$ cat config.mk
export PLATFORM = sky130hd
export DESIGN_NAME = socks4_request_acl_check_core
export DESIGN_NICKNAME = d
export VERILOG_FILES = /design/src/s4acl_pkg.sv /design/src/s4acl_front.sv /design/src/s4acl_queue.sv /design/src/s4acl_back.sv /design/src/socks4_request_acl_check_core.sv
export SDC_FILE = /design/constraint.sdc
export NUM_CORES = 1
export LEC_CHECK = 0
export BUFFER_PORTS_ARGS = -buffer_cell sky130_fd_sc_hd__buf_2
export CORE_UTILIZATION = 53
export CTS_CLUSTER_DIAMETER = 150
export DETAILED_ROUTE_END_ITERATION = 12
export GPL_ROUTABILITY_DRIVEN = 0
export PLACE_DENSITY = 0.73
export RECOVER_POWER = 25
export SYNTH_ARGS = -nofsm -noshare
export SYNTH_HDL_FRONTEND = slang
export SYNTH_HIERARCHICAL = 1
export SYNTH_SLANG_ARGS = --single-unit
$ cat constraint.sdc
create_clock -name clk -period 5 [get_ports clk]
set_clock_uncertainty 0.2 [all_clocks]
set_input_delay 0.5 -clock clk [delete_from_list [all_inputs] [get_ports clk]]
set_output_delay 0.5 -clock clk [all_outputs]
set_load 0.02 [all_outputs]
$ cat src/s4acl_pkg.sv
`timescale 1ns / 1ps
`default_nettype none

package s4acl_pkg;

	localparam int NUM_RULES_DEF = 16;
	localparam int QUEUE_DEPTH   = 2;

	localparam logic [7:0] REPLY_GRANTED  = 8'h5A;
	localparam logic [7:0] REPLY_REJECTED = 8'h5B;
	localparam logic [7:0] CMD_CONNECT    = 8'h01;

	localparam logic ACT_LOAD  = 1'b0;
	localparam logic ACT_CHECK = 1'b1;

	localparam logic [1:0] MODE_BOTH         = 2'd0;
	localparam logic [1:0] MODE_CONNECT_ONLY = 2'd1;
	localparam logic [1:0] MODE_BIND_ONLY    = 2'd2;

	typedef struct packed {
		logic        action;
		logic [3:0]  rule_index;
		logic        rule_enable;
		logic [1:0]  rule_mode;
		logic [31:0] rule_address;
		logic [7:0]  request_command;
		logic [15:0] dest_port;
		logic [31:0] dest_ip;
	} item_t;

	typedef struct packed {
		logic [7:0]  reply_code;
		logic [15:0] reply_port;
		logic [31:0] reply_ip;
		logic        accepted;
	} result_t;

	// classified operation handed from front to back
	typedef struct packed {
		logic        is_check;
		logic        is_connect;
		logic [3:0]  slot;
		logic        enable;
		logic [1:0]  mode;
		logic [31:0] rule_addr;
		logic [15:0] dport;
		logic [31:0] dip;
	} op_t;

	typedef struct packed {
		logic full;
		logic empty;
	} q_status_t;

	typedef struct packed {
		logic push;
		logic pop;
	} q_ctrl_t;

	function automatic logic mode_allows(input logic [1:0] mode, input logic is_connect);
		logic ok;
		case (mode)
			MODE_CONNECT_ONLY: ok = is_connect;
			MODE_BIND_ONLY:    ok = !is_connect;
			default:           ok = 1'b1;
		endcase
		return ok;
	endfunction

	// zero octet in the pattern is a wildcard
	function automatic logic addr_matches(input logic [31:0] pattern, input logic [31:0] addr);
		logic ok;
		ok = 1'b1;
		for (int k = 0; k < 4; k++) begin
			if (pattern[8*k +: 8] != 8'd0 && pattern[8*k +: 8] != addr[8*k +: 8])
				ok = 1'b0;
		end
		return ok;
	endfunction

endpackage

`default_nettype wire

$ cat src/s4acl_front.sv
`timescale 1ns / 1ps
`default_nettype none

module s4acl_front (
	input  wire logic              clk,
	input  wire logic              arst_n,
	input  wire logic              push,
	input  wire s4acl_pkg::item_t  item,
	output logic                   full,
	input  wire s4acl_pkg::q_status_t q_stat,
	output logic                   q_push,
	output s4acl_pkg::op_t         q_data
);
	import s4acl_pkg::*;

	logic valid_s1;
	op_t  op_s1;
	logic take;

	assign q_push = valid_s1 && !q_stat.full;
	assign full   = valid_s1 && q_stat.full;
	assign take   = push && !full;
	assign q_data = op_s1;

	always_ff @(posedge clk or negedge arst_n) begin
		if (!arst_n) begin
			valid_s1 <= 1'b0;
		end else if (take) begin
			valid_s1 <= 1'b1;
		end else if (q_push) begin
			valid_s1 <= 1'b0;
		end
	end

	always_ff @(posedge clk) begin
		if (take) begin
			op_s1.is_check   <= (item.action == ACT_CHECK);
			op_s1.is_connect <= (item.request_command == CMD_CONNECT);
			op_s1.slot       <= item.rule_index;
			op_s1.enable     <= item.rule_enable;
			op_s1.mode       <= item.rule_mode;
			op_s1.rule_addr  <= item.rule_address;
			op_s1.dport      <= item.dest_port;
			op_s1.dip        <= item.dest_ip;
		end
	end

endmodule

`default_nettype wire

$ cat src/s4acl_queue.sv
`timescale 1ns / 1ps
`default_nettype none

module s4acl_queue (
	input  wire logic                 clk,
	input  wire logic                 arst_n,
	input  wire s4acl_pkg::q_ctrl_t   ctrl,
	input  wire s4acl_pkg::op_t       wdata,
	output s4acl_pkg::op_t            rdata,
	output s4acl_pkg::q_status_t      stat
);
	import s4acl_pkg::*;

	localparam int PTR_W = (QUEUE_DEPTH > 1) ? $clog2(QUEUE_DEPTH) : 1;
	localparam int CNT_W = $clog2(QUEUE_DEPTH + 1);

	op_t              slots_q [QUEUE_DEPTH];
	logic [PTR_W-1:0] wr_ptr_q;
	logic [PTR_W-1:0] rd_ptr_q;
	logic [CNT_W-1:0] count_q;

	function automatic logic [PTR_W-1:0] ptr_next(input logic [PTR_W-1:0] p);
		return (p == PTR_W'(QUEUE_DEPTH - 1)) ? '0 : p + PTR_W'(1);
	endfunction

	assign stat.full  = (count_q == CNT_W'(QUEUE_DEPTH));
	assign stat.empty = (count_q == '0);
	assign rdata      = slots_q[rd_ptr_q];

	always_ff @(posedge clk or negedge arst_n) begin
		if (!arst_n) begin
			wr_ptr_q <= '0;
			rd_ptr_q <= '0;
			count_q  <= '0;
		end else begin
			if (ctrl.push)
				wr_ptr_q <= ptr_next(wr_ptr_q);
			if (ctrl.pop)
				rd_ptr_q <= ptr_next(rd_ptr_q);
			if (ctrl.push && !ctrl.pop)
				count_q <= count_q + CNT_W'(1);
			else if (ctrl.pop && !ctrl.push)
				count_q <= count_q - CNT_W'(1);
		end
	end

	always_ff @(posedge clk) begin
		if (ctrl.push)
			slots_q[wr_ptr_q] <= wdata;
	end

endmodule

`default_nettype wire

$ cat src/s4acl_back.sv
`timescale 1ns / 1ps
`default_nettype none

module s4acl_back #(
	parameter int NUM_RULES = s4acl_pkg::NUM_RULES_DEF
) (
	input  wire logic                 clk,
	input  wire logic                 arst_n,
	input  wire logic [15:0]          bind_port,
	input  wire s4acl_pkg::q_status_t q_stat,
	input  wire s4acl_pkg::op_t       q_data,
	output logic                      q_pop,
	output logic                      empty,
	input  wire logic                 pop,
	output s4acl_pkg::result_t        result
);
	import s4acl_pkg::*;

	localparam int IDX_W = (NUM_RULES > 1) ? $clog2(NUM_RULES) : 1;

	localparam logic [1:0] ST_IDLE  = 2'd0;
	localparam logic [1:0] ST_SCAN  = 2'd1;
	localparam logic [1:0] ST_FLUSH = 2'd2;
	localparam logic [1:0] ST_REPLY = 2'd3;

	logic [1:0]       state_q;
	logic [IDX_W-1:0] cnt_q;
	logic             hit_q;
	logic             pend_q;
	logic             rvalid_q;
	logic [33:0]      rdata_q;
	op_t              req_q;
	logic             out_valid_q;
	result_t          out_q;

	logic [33:0]      rule_mem [NUM_RULES];
	logic             rule_valid_q [NUM_RULES];

	logic             is_load;
	logic             slot_ok;
	logic [IDX_W+3:0] slot_ext;
	logic [IDX_W-1:0] waddr;
	logic             we;
	logic             cnt_last;
	logic             rule_hit;
	logic             reply_go;

	assign is_load  = (state_q == ST_IDLE) && !q_stat.empty && !q_data.is_check;
	assign q_pop    = (state_q == ST_IDLE) && !q_stat.empty;
	assign slot_ok  = (int'(q_data.slot) < NUM_RULES);
	assign slot_ext = (IDX_W + 4)'(q_data.slot);
	assign waddr    = slot_ext[IDX_W-1:0];
	assign we       = is_load && slot_ok;
	assign cnt_last = (cnt_q == IDX_W'(NUM_RULES - 1));
	// table entry: mode in the top two bits, address below
	assign rule_hit = pend_q && rvalid_q &&
		mode_allows(rdata_q[33:32], req_q.is_connect) &&
		addr_matches(rdata_q[31:0], req_q.dip);
	assign reply_go = (state_q == ST_REPLY) && (!out_valid_q || pop);

	assign empty  = !out_valid_q;
	assign result = out_q;

	always_ff @(posedge clk) begin
		if (we)
			rule_mem[waddr] <= {q_data.mode, q_data.rule_addr};
		rdata_q <= rule_mem[cnt_q];
	end

	always_ff @(posedge clk or negedge arst_n) begin
		if (!arst_n) begin
			for (int i = 0; i < NUM_RULES; i++)
				rule_valid_q[i] <= 1'b0;
		end else if (we) begin
			rule_valid_q[waddr] <= q_data.enable;
		end
	end

	always_ff @(posedge clk or negedge arst_n) begin
		if (!arst_n) begin
			state_q     <= ST_IDLE;
			cnt_q       <= '0;
			hit_q       <= 1'b0;
			pend_q      <= 1'b0;
			rvalid_q    <= 1'b0;
			out_valid_q <= 1'b0;
		end else begin
			rvalid_q <= rule_valid_q[cnt_q];
			if (rule_hit)
				hit_q <= 1'b1;
			if (reply_go)
				out_valid_q <= 1'b1;
			else if (pop)
				out_valid_q <= 1'b0;
			case (state_q)
				ST_IDLE: begin
					if (q_pop && q_data.is_check) begin
						cnt_q   <= '0;
						hit_q   <= 1'b0;
						state_q <= ST_SCAN;
					end
				end
				ST_SCAN: begin
					// read issued this cycle is judged next cycle
					pend_q <= 1'b1;
					if (cnt_last)
						state_q <= ST_FLUSH;
					else
						cnt_q <= cnt_q + IDX_W'(1);
				end
				ST_FLUSH: begin
					pend_q  <= 1'b0;
					state_q <= ST_REPLY;
				end
				ST_REPLY: begin
					if (reply_go)
						state_q <= ST_IDLE;
				end
				default: state_q <= ST_IDLE;
			endcase
		end
	end

	always_ff @(posedge clk) begin
		if (q_pop && q_data.is_check)
			req_q <= q_data;
		if (reply_go) begin
			out_q.reply_code <= hit_q ? REPLY_GRANTED : REPLY_REJECTED;
			out_q.reply_port <= req_q.is_connect ? req_q.dport : bind_port;
			out_q.reply_ip   <= req_q.is_connect ? req_q.dip : 32'd0;
			out_q.accepted   <= hit_q;
		end
	end

endmodule

`default_nettype wire

$ cat src/socks4_request_acl_check_core.sv
// channel  | ports                    | transaction when
// ---------+--------------------------+-------------------------
// request  | push, full, item         | push && !full
// reply    | pop, empty, result       | pop && !empty
// config   | cfg_valid, cfg_ready,    | cfg_valid && cfg_ready
//          | cfg_data                 |
//
// A load passes from push through the front register and the queue to the table
// write in the back, and the back is free again the next cycle.
// A check occupies the back for the pop, one table read per rule, a flush state
// to judge the last read, and the reply state that loads the reply.
// The front and the two-entry queue keep taking items while the back scans.
// arst_n clears all rule valid marks, bind_port and all queues; no sweep.
// A full reply register holds the back in its reply state until popped.
`timescale 1ns / 1ps
`default_nettype none

module socks4_request_acl_check_core #(
	parameter int NUM_RULES = s4acl_pkg::NUM_RULES_DEF
) (
	input  wire logic                clk,
	input  wire logic                arst_n,
	input  wire logic                push,
	output logic                     full,
	input  wire s4acl_pkg::item_t    item,
	output logic                     empty,
	input  wire logic                pop,
	output s4acl_pkg::result_t       result,
	input  wire logic                cfg_valid,
	output logic                     cfg_ready,
	input  wire logic [15:0]         cfg_data
);
	import s4acl_pkg::*;

	logic [15:0] bind_port_q;
	q_status_t   q_stat;
	q_ctrl_t     q_ctrl;
	logic        q_push;
	logic        q_pop;
	op_t         q_wdata;
	op_t         q_rdata;

	assign cfg_ready = 1'b1;
	assign q_ctrl    = '{push: q_push, pop: q_pop};

	always_ff @(posedge clk or negedge arst_n) begin
		if (!arst_n)
			bind_port_q <= '0;
		else if (cfg_valid && cfg_ready)
			bind_port_q <= cfg_data;
	end

	s4acl_front u_front (
		.clk    (clk),
		.arst_n (arst_n),
		.push   (push),
		.item   (item),
		.full   (full),
		.q_stat (q_stat),
		.q_push (q_push),
		.q_data (q_wdata)
	);

	s4acl_queue u_queue (
		.clk    (clk),
		.arst_n (arst_n),
		.ctrl   (q_ctrl),
		.wdata  (q_wdata),
		.rdata  (q_rdata),
		.stat   (q_stat)
	);

	s4acl_back #(
		.NUM_RULES (NUM_RULES)
	) u_back (
		.clk       (clk),
		.arst_n    (arst_n),
		.bind_port (bind_port_q),
		.q_stat    (q_stat),
		.q_data    (q_rdata),
		.q_pop     (q_pop),
		.empty     (empty),
		.pop       (pop),
		.result    (result)
	);

`ifndef SYNTHESIS
	a_q_no_overflow: assert property (@(posedge clk) disable iff (!arst_n)
		q_ctrl.push |-> !q_stat.full)
		else $error("queue written while full");

	a_q_no_underflow: assert property (@(posedge clk) disable iff (!arst_n)
		q_ctrl.pop |-> !q_stat.empty)
		else $error("queue read while empty");

	a_code_matches_flag: assert property (@(posedge clk) disable iff (!arst_n)
		!empty |-> ((result.accepted && result.reply_code == REPLY_GRANTED) ||
			(!result.accepted && result.reply_code == REPLY_REJECTED)))
		else $error("reply code disagrees with accepted flag");
`endif

endmodule

`default_nettype wire
==> summary.md, run 1 <==
| Metric | Value |
|---|---|
| Clock latency at the later pin of the worst-skew pair | `0.65 ns` |
| Filler cell count | `4,528` |
| Total wire length | `74,270 um` |
| Synth Register Bits | `991` |
| CTS tree | `done` |
| Design area | `0.04303 sq mm` |
| Dpl ws | `1.399 ns` |
| Max Used Layer | `met4` |
| Max Cap Violations | `1` |
| Rel. slew slack | `-0.7487` |
| Reg2reg start | `u_back/req_q[87]$_DFFE_PP_` |
| Met2 wire len | `39,950 um` |
| Post-Syn Instances | `1,671` |
| Ys Warns | `6` |
| Die Ht | `265.4 um` |
| Gr ovfl total | `0` |
| Failing checks | `max-capacitance violations, max-slew violations` |
| Pwr dens | `578.5 mW/mm^2` |
| Total track usage | `0.2138` |
| CTS resizes | `0` |
| Pleak | `14.27 nW` |
| Kind of critical path | `flop to flop` |
| Met3 wire length | `3878 um` |
| Fin crit period | `3.797 ns` |
| Die area | `0.07042 sq mm` |
| WP data arrival | `4.16 ns` |
| Dpl cell area | `0.03869 sq mm` |
| Max clock buf depth | `3` |
| Top cell type's share of synthesized area | `0.7433` |
| Startpoint types | `flop` |
| Slew Viols, Final | `50` |
| Core ar. | `0.06859 sq mm` |
| Run status | `finished with violations` |
| Smallest hold slack | `0.07729 ns` |
| Worst-path clk slew | `0.06 ns` |
| CP startpoint | `u_back/req_q[87]$_DFFE_PP_` |
| Vias/cell | `5.629` |
| Largest net degree at the start of global routing | `112` |
| Vias in the first global route | `17,910` |
| Post-synth EDFFs | `910` |
| DRT antenna net count | `0` |
| WP data required | `5.36 ns` |
| Total Nets Final | `2,133` |
| CTS H-tree depth | `3` |
| Distinct cell type count after synthesis | `46` |
| Core Rows | `96` |
| Ys async rst share | `0.04743` |
| Worst hold path type | `input pin to flop` |
| Peak supply drop | `0.3660 mV` |
| Wirelength per Cell | `24.60 um` |
| Worst r2r path cells | `5` |
| Diodes inserted | `0` |
| Most frequent cells in the layout | `910 x edfxtp_1, 144 x buf_2, 140 x mux4_2` |
| Crit path max fanout | `49` |
| CTS buffer count | `97` |
| Fin Setup TNS | `0 ns` |
| Layout Utilization | `0.6274` |
| Worst Slack Setup Final | `1.203 ns` |
| Setup violators final | `0` |
| Area growth syn-to-layout | `17.05%` |
| Tcrit/Tclk final | `0.7594` |
| Ports | `177` |
| Port buffer count | `168` |
| Post-Syn Area | `0.03676 sq mm` |
| First-pass GRT wire length | `110,900 um` |
| RSZ-0062 raised after global routing | `false` |
| Commonest non-fill, non-tap cell in the layout | `edfxtp_1` |
| Main area contributors after synthesis | `edfxtp_1 74%, mux4_2 8.6%, dfrtp_1 3.2%` |
| Flop-to-flop setup slack | `1.20 ns` |
| Die width | `265.4 um` |
| Final count of hold timing violations | `0` |
| Highest Clock Rate | `263.4 MHz` |
| Seq/Total Area, Yosys | `0.7938` |
| # DRC | `0` |
| Syn Area/Cell | `22.00 sq um` |
| Main flop type after synthesis | `edfxtp_1` |
| Share of post-route cells with drive strength above 1 | `0.2768` |
| Clk sink count | `991` |
| Synth area leader | `edfxtp_1` |
| Met1 Wirelength | `28,530 um` |
| Clock Root Buffer | `clkbuf_16` |
| HP Start | `item[49]` |
| Initial Util | `0.5360` |
| DR vias | `16,990` |
| Slew @ Worst Pin | `2.623 ns` |
| 1st-iter DRT viols | `1,360` |
| Critical Path Sink Type | `flop` |
| Min-Delay Path Depth | `2` |
| Initial antenna violation count | `0` |
| DPL Wire Length | `43,030 um` |
| First-pass DRT Iterations | `5` |
-- metal layers --
metal / up-vias / GRT usage
li1: 7422 / -
met1: 8946 / 0.2690
met2: 511 / 0.3777
met3: 115 / 0.03499
met4: 0 / 0.07280
met5: - / 0
-- flip-flops by register name (all words and copies together) (netlist names) --
signal,flops
u_back/rule_mem,544
u_queue/slots_q,178
u_front/q_data,89
u_back/result,50
u_back/req_q,49
u_back/rdata_q,34
bind_port_q,16
u_back/rule_valid_q,16
u_back/cnt_q,4
u_back/state_q,2
u_queue/count_q,2
u_back/hit_q,1
u_back/out_valid_q,1
u_back/pend_q,1
u_back/rvalid_q,1
u_front/valid_s1,1
u_queue/rd_ptr_q,1
u_queue/wr_ptr_q,1
-- power by group --
group	switching [mW]	internal, mW	leakage, nW
clock	2.97	4.53	1.64
combinational	3.23	2.08	3.43
sequential	0.787	11.3	9.20
total	6.99	17.9	14.3
-- cells in the mapped netlist, types with 14 or more instances --
master	number
a211oi_1	32
a21oi_1	40
and2_1	35
buf_2	16
buf_6	14
clkbuf_1	26
dfrtp_1	47
dfxtp_1	34
edfxtp_1	910
mux2_1	33
mux2_2	96
mux2i_1	38
mux4_2	140
nor2_1	17
nor2b_1	39
nor4_1	17
xor2_1	36
-- path summary, 6_finish.rpt --
kind,endpoint
max,u_back/hit_q$_DFF_PN0_
min,u_front/q_data[87]$_DFFE_PP_
max reg2reg,u_back/hit_q$_DFF_PN0_
min reg2reg,u_queue/slots_q[1][14]$_DFFE_PP_
max in group asynchronous,u_queue/rd_ptr_q$_DFFE_PN0P_
min in group asynchronous,bind_port_q[5]$_DFFE_PN0P_
-- what timing repair did --
item / CTS / global route
hold buffers: 108 / 0
hold endpoints to repair: 154 / 0
buffers inserted: 0 / 0
-- kinds of logic (layout without fill, tap and decap cells) --
logic type | count (synthesis) | count (layout) | share of synthesized area
flops | 991 | 991 | 0.7938
simple gates | 136 | 136 | 0.02182
other cells | 3 | 8 | 0.0003063
mux | 317 | 317 | 0.1397
buf+inv | 90 | 502 | 0.01651
xor+xnor | 37 | 37 | 0.008815
fa+ha+maj | 9 | 9 | 0.003063
compound gates | 88 | 88 | 0.01593
-- metrics by stage --
step / cells / power, mW
after floorplan: 1676 / 15.72
after global placement: 2731 / 17.35
after detailed placement: 2731 / 17.57
after CTS: 3019 / 25.14
after global routing: 3019 / 25.83
final: 3019 / 24.89
-- worst max-delay path, stage by stage, from the launching register on --
cell,delay [ns]
edfxtp_1,0.33
clkbuf_1,1.85
mux2_2,0.45
o2111ai_1,0.21
or4_1,0.55
o22ai_2,0.11
-- final cells by class --
type	count	area, sq um	area share
timing repair buffer	310	2206	0.05126
tap	931	1165	0.02707
inverter	12	45.04	0.001047
multi-input combinational	595	7092	0.1648
clock inverter	51	610.6	0.01419
sequential	991	29200	0.6786
clock buffer	129	2711	0.06301
(Power assumes the default switching activity.)
==> inputs of run 2 (changes only) <==
ABC_AREA = 1   (was default)
PLACE_DENSITY = 0.7   (was 0.73)
clock period = 3.5 ns   (was 5 ns; I/O delays follow)
==> summary.md, run 2 <==
| Metric | Value |
|---|---|
| Run status | `finished with violations` |
| Failing checks | `max-capacitance violations, max-slew violations` |
| Sw power | `11.54 mW` |
| Slew Viols, Final | `31` |
| Most flop-heavy register | `u_back/rule_mem` |
| WP data required | `3.63 ns` |
| Pwr dens | `827.8 mW/mm^2` |
| # DRC | `0` |
| Post-synth top cells | `910 x edfxtp_1, 327 x nor2_1, 296 x nand2_1` |
| Highest Clock Rate | `355.1 MHz` |
| Largest family of logic cells by synthesized area | `simple AND/OR/NAND/NOR gates` |
| Vias in the first global route | `21,940` |
| Die area | `0.07129 sq mm` |
| Smallest hold slack | `0.07362 ns` |
| Flop-to-flop setup slack | `0.68 ns` |
| Ys Warns | `6` |
| Final count of hold timing violations | `0` |
| Reg2reg start | `u_back/state_q[1]$_DFFE_PN0P_` |
| Internal Power | `24.39 mW` |
| CP max-delay cell | `nor2_4` |
| Critical Path Sink Type | `flop` |
| Worst path cell trace | `inv_1 -> ha_1 -> inv_1 -> nor2_1 -> nand2_1 -> inv_1 -> nand3_1 -> nor2_4 -> buf_12` |
| DPL Wire Length | `46,640 um` |
| Area share of fa/ha/maj cells after synthesis | `0.003025` |
| WP data arrival | `2.94 ns` |
| Crit path max fanout | `27` |
| Buffers plus inverters on the worst setup path | `4` |
| Post-Syn Area | `0.03722 sq mm` |
| RSZ-0062 raised after global routing | `false` |
| Seq/Total Area, Yosys | `0.7841` |
| Total Nets Final | `2,973` |
| Rel. slew slack | `-0.3170` |
| Dpl ws | `0.7812 ns` |
| Fin Setup TNS | `0 ns` |
| Worst hold path type | `input pin to flop` |
| Synth area leader | `edfxtp_1` |
| Main flop type after synthesis | `edfxtp_1` |
| Area of the multi-input gates | `0.006952 sq mm` |
| Startpoint types | `flop` |
| Total track usage | `0.2308` |
| CP startpoint | `u_back/state_q[1]$_DFFE_PN0P_` |
| Pleak | `15.13 nW` |
| Gr ovfl total | `0` |
| CP Depth | `9` |
| Max clock buf depth | `3` |
| Total wire length | `82,020 um` |
| Most frequent cells in the layout | `910 x edfxtp_1, 309 x nor2_1, 296 x nand2_1` |
| CTS resizes | `0` |
| Xor/xnor share of the synthesized area | `0.004706` |
| Area growth syn-to-layout | `16.62%` |
| Peak supply drop | `0.6154 mV` |
| Design area | `0.04341 sq mm` |
| Syn Area/Cell | `14.69 sq um` |
| Most frequent cell after synthesis | `edfxtp_1` |
| Slew @ Worst Pin | `1.975 ns` |
| Max Cap Violations | `1` |
| Clock share of power | `0.271` |
| Port buffer count | `168` |
| Clk sink count | `991` |
| Kind of critical path | `flop to flop` |
| Crit Reg-Reg Endpoint | `u_back/rule_mem[15][12]$_DFFE_PP_` |
| FF+latch area | `0.02919 sq mm` |
| Fin crit period | `2.816 ns` |
| 1st-iter DRT viols | `2,149` |
| Top cell type's share of synthesized area | `0.7342` |
| Mux cell area share after synthesis | `0.02693` |
| CTS tree | `done` |
| Core Rows | `96` |
| Synth Register Bits | `991` |
| Clock Root Buffer | `clkbuf_16` |
| Initial Util | `0.5389` |
| Post-Syn Instances | `2,533` |
| CTS H-tree depth | `3` |
| First-pass DRT Iterations | `5` |
| Sequential share of power | `0.471` |
| Initial antenna violation count | `1` |
| Commonest non-fill, non-tap cell in the layout | `edfxtp_1` |
| Clock latency at the later pin of the worst-skew pair | `0.64 ns` |
| Share of post-route cells with drive strength above 1 | `0.1428` |
| Synth Area in Simple Gates | `0.07564` |
| Dpl cell area | `0.03926 sq mm` |
| Setup violators final | `0` |
| Worst Slack Setup Final | `0.6843 ns` |
| Post-synth EDFFs | `910` |
| Synth Area in Compound Gates | `0.07204` |
| Distinct cell type count after synthesis | `39` |
| Max reg flops | `544` |
| Sw Ratio | `0.3212` |
| Largest net degree at the start of global routing | `142` |
| Comb pwr share | `0.258` |
| CP dominant cell by count | `inv_1` |
| Tcrit/Tclk final | `0.8045` |
| DR vias | `21,730` |
| Ys async rst share | `0.04743` |
| CTS buffer count | `94` |
| Ports | `177` |
| Filler cell count | `4,835` |
| Core ar. | `0.06907 sq mm` |
| CP top delay family | `simple AND/OR/NAND/NOR gates` |
| Worst-path clk slew | `0.06 ns` |
| Worst setup path endpoint | `u_back/rule_mem[15][12]$_DFFE_PP_` |
| Vias/cell | `5.626` |
| Die Ht | `267.0 um` |
| Worst r2r path cells | `9` |
| DRT antenna net count | `0` |
| First-pass GRT wire length | `124,200 um` |
| Worst path max stage delay | `0.43 ns` |
| Wirelength per Cell | `21.24 um` |
| Main area contributors after synthesis | `edfxtp_1 73%, o21ai_0 3.3%, nor2_1 3.3%` |
| Die width | `267.0 um` |
-- run 2: changes by cell type after synthesis, moves of 34 or more --
cell,delta
o221ai_1,+58
nor2b_1,-39
mux4_2,-140
o22ai_1,+79
xor2_1,-34
mux2i_1,-38
o21ai_1,+47
nor2_1,+310
and2_1,-35
inv_1,+91
nand2_1,+288
nand3_1,+66
o21ai_0,+246
-- run 2: metrics by stage --
step / power, mW / util / cells
after floorplan: 23.20 / - / 2538
after global placement: 25.94 / 0.5685 / 3555
after CTS: 36.18 / 0.6299 / 3858
final: 35.93 / 0.6285 / 3862
after global routing: 37.56 / 0.6284 / 3859
after detailed placement: 26.35 / 0.5685 / 3555
-- run 2: power by group through the flow --
stage	registers [mW]	clock network, mW	logic [mW]
final	16.9	9.74	9.26
after global routing	17.1	10.3	10.2
after CTS	16.9	9.89	9.36
after detailed placement	17.2	0	9.18
after global placement	17.1	0	8.84
after floorplan	17.0	0	6.24
-- run 2: timing repair --
action,in CTS,in global routing
hold endpoints to repair,138,0
hold buffers,127,0
setup buffers,0,0
-- run 2: layout make-up --
type / count / share of cell area
clock buffers: 136 / 0.06140
clock inverters: 40 / 0.007062
diodes: 4 / 0.0002306
inverters: 107 / 0.009512
well taps: 931 / 0.02684
multi-input cells: 1302 / 0.1601
repair buffers: 351 / 0.06229
flip-flops and latches: 991 / 0.6725
-- run 2: kinds of logic after synthesis --
logic type	count (synthesis)
simple gates	713
buf+inv	245
compound gates	463
fa+ha+maj	9
xor+xnor	20
flops	991
mux	89
other cells	3
-- run 2: worst min-delay path by stage --
stage	slack, ns	startpoint	endpoint	depth (start not counted)
finish	0.07	cfg_valid	bind_port_q[6]$_DFFE_PN0P_	4
global route	0.07	cfg_valid	bind_port_q[6]$_DFFE_PN0P_	4
CTS	0.008	cfg_valid	bind_port_q[6]$_DFFE_PN0P_	4
detailed placement	0.23	u_front/q_data[37]$_DFFE_PP_	u_queue/slots_q[1][37]$_DFFE_PP_	0
global placement	0.22	u_front/q_data[56]$_DFFE_PP_	u_queue/slots_q[0][56]$_DFFE_PP_	0
floorplan	-0.15	arst_n	bind_port_q[0]$_DFFE_PN0P_	0
-- run 2: layer usage --
| metal | wire (um) | part of all wire | vias to the layer above | track usage |
|---|---|---|---|---|
| li1 | - | - | 9879 | - |
| met2 | 41580 | 0.51 | 891 | 0.3920 |
| met4 | 2631 | 0.032 | 0 | 0.08792 |
| met3 | 5114 | 0.062 | 172 | 0.03570 |
| met1 | 32700 | 0.40 | 10790 | 0.3006 |
| met5 | 0 | 0 | - | 0 |
-- run 2: tightest hold or removal path: stages --
cell and delay (ns):
buf_2 0.23, inv_6 0.20, nand2_2 0.05, nand2_1 0.05
==> inputs of run 3 (changes only) <==
ABC_AREA = 0   (was 1)
PLACE_DENSITY = 0.73   (was 0.7)
clock period = 2.3 ns   (was 3.5 ns; I/O delays follow)
==> summary.md, run 3 (synthesized netlist as in run 1, its figures left out) <==
| Metric | Value |
|---|---|
| Worst r2r path cells | `7` |
| Die Ht | `265.4 um` |
| Min-Delay Path Depth | `2` |
| Dpl ws | `-0.09873 ns` |
| CP max-delay cell | `dfrtp_4` |
| DPL Wire Length | `49,930 um` |
| Most frequent cells in the layout | `910 x edfxtp_1, 140 x mux4_2, 129 x buf_2` |
| Die area | `0.07042 sq mm` |
| Sequential share of power | `0.452` |
| Reg2reg start | `u_queue/rd_ptr_q$_DFFE_PN0P_` |
| CTS H-tree depth | `3` |
| Initial antenna violation count | `1` |
| Die width | `265.4 um` |
| Tcrit/Tclk final | `1.062` |
| Clk sink count | `991` |
| Gr ovfl total | `0` |
| Setup violators final | `401` |
| Vias in the first global route | `19,300` |
| Post-route insts no fill | `3,256` |
| Fin crit period | `2.442 ns` |
| Internal Power | `40.82 mW` |
| Core ar. | `0.06859 sq mm` |
| Run status | `finished with violations` |
| Core Rows | `96` |
| Total wire length | `84,880 um` |
| Slew @ Worst Pin | `1.137 ns` |
| Most flop-heavy register | `u_back/rule_mem` |
| Largest net degree at the start of global routing | `70` |
| Sw power | `16.44 mW` |
| Max Cap Violations | `0` |
| Vias/cell | `5.681` |
| Clock Root Buffer | `clkbuf_16` |
| HP Start | `item[18]` |
| Worst path max stage delay | `0.51 ns` |
| Comb pwr share | `0.258` |
| Pleak | `15.89 nW` |
| Slew Viols, Final | `0` |
| Worst hold path type | `input pin to flop` |
| Area growth syn-to-layout | `26.59%` |
| Final Power | `57.26 mW` |
| Peak supply drop | `1.042 mV` |
| Clock share of power | `0.290` |
| Commonest non-fill, non-tap cell in the layout | `edfxtp_1` |
| Clock latency at the later pin of the worst-skew pair | `0.66 ns` |
| Layout Utilization | `0.6785` |
| Final count of hold timing violations | `0` |
| CP Depth | `7` |
| 1st-iter DRT viols | `1,511` |
| # DRC | `0` |
| CP startpoint | `u_queue/rd_ptr_q$_DFFE_PN0P_` |
| Startpoint types | `flop` |
| WP data required | `2.64 ns` |
| Worst-path clk slew | `0.07 ns` |
| First-pass DRT Iterations | `5` |
| Crit path max fanout | `7` |
| Total Nets Final | `2,367` |
| Buffers plus inverters on the worst setup path | `2` |
| Sw Ratio | `0.2871` |
| DRT antenna net count | `0` |
| WP data arrival | `2.78 ns` |
| Smallest hold slack | `0.07972 ns` |
| Rel. slew slack | `0.2417` |
| Flop-to-flop setup slack | `-0.14 ns` |
| Kind of critical path | `flop to flop` |
| Critical Path Sink Type | `flop` |
| Initial Util | `0.5360` |
| CTS tree | `done` |
| Max reg flops | `544` |
| Wirelength per Cell | `26.07 um` |
| Failing checks | `negative setup slack` |
| Worst path cell trace | `mux2_4 -> nor3b_4 -> nand2b_4 -> nor3_4 -> buf_12 -> buf_6 -> mux2_4` |
| CTS buffer count | `96` |
| Pwr dens | `1231 mW/mm^2` |
| RSZ-0062 raised after global routing | `true` |
| DP Cell Count | `2,886` |
| DR vias | `18,500` |
| Worst Slack Setup Final | `-0.1415 ns` |
| Port buffer count | `168` |
| Highest Clock Rate | `409.6 MHz` |
| First-pass GRT wire length | `120,100 um` |
| CP dominant cell by count | `mux2_4` |
| Total track usage | `0.2339` |
| Max clock buf depth | `3` |
| Share of post-route cells with drive strength above 1 | `0.3627` |
| CP top delay family | `simple AND/OR/NAND/NOR gates` |
| Ports | `177` |
==> run 3: cell types whose count changed in the layout (fill, tap and decap cells not counted), sizes merged, moves of 50 or more <==
cell,previous run,this run
inv,105,18
nor2,328,17
buf,156,360
mux4,0,140
o21ai,295,2
nand2,301,8
mux2,89,139
o221ai,58,0
o22ai,79,1
nand3,69,3
==> run 3: power groups by stage <==
| stage | Clock [mW] | Sequential, mW | Combinational, mW |
|---|---|---|---|
| 6_report | 16.6 | 25.9 | 14.8 |
| 5_1_grt | 17.5 | 26.1 | 15.7 |
| 4_1_cts | 16.7 | 25.9 | 14.3 |
| 3_5_place_dp | 0 | 26.2 | 13.8 |
| 3_3_place_gp | 0 | 26.1 | 13.4 |
| 2_1_floorplan | 0 | 25.9 | 8.59 |
==> run 3: routing by layer <==
layer,vias to the layer above,part of all wire,track usage
met2,740,0.52,0.4031
met1,9670,0.38,0.2957
met3,172,0.059,0.03370
met4,0,0.040,0.1058
li1,7914,-,-
met5,-,0,0
==> run 3: metrics by stage <==
step                area, sq um  TNS, ns
floorplan                 37070  -259.72
global placement          40860   -4.551
detailed placement        40860   -4.807
CTS                       45810   -8.084
global route              46530   -38.30
finish                    46530   -22.65
==> run 3: worst paths after layout <==
check	end
max reg2reg	u_back/rule_valid_q[14]$_DFFE_PN0P_
max	u_back/rule_valid_q[14]$_DFFE_PN0P_
min in group asynchronous	bind_port_q[0]$_DFFE_PN0P_
max in group asynchronous	bind_port_q[12]$_DFFE_PN0P_
min reg2reg	u_queue/slots_q[0][6]$_DFFE_PP_
min	u_front/q_data[18]$_DFFE_PP_
==> run 3: final cells by class <==
class | instances | area (sq um)
well taps | 931 | 1165
inverters | 12 | 45.04
repair buffers | 545 | 5436
clock inverters | 62 | 800.8
diodes | 1 | 2.502
multi-input cells | 595 | 7326
flip-flops and latches | 991 | 29200
fillers | 4087 | 22050
clock buffers | 119 | 2560
==> run 3: timing repair <==
action / CTS / global route
buffers inserted: 15 / 35
hold buffers: 126 / 0
setup endpoints to repair: 259 / 514
endpoints found under the hold margin: 182 / 0
gates cloned: 2 / 15
gates resized for setup: 39 / 56
pin swaps: 9 / 16
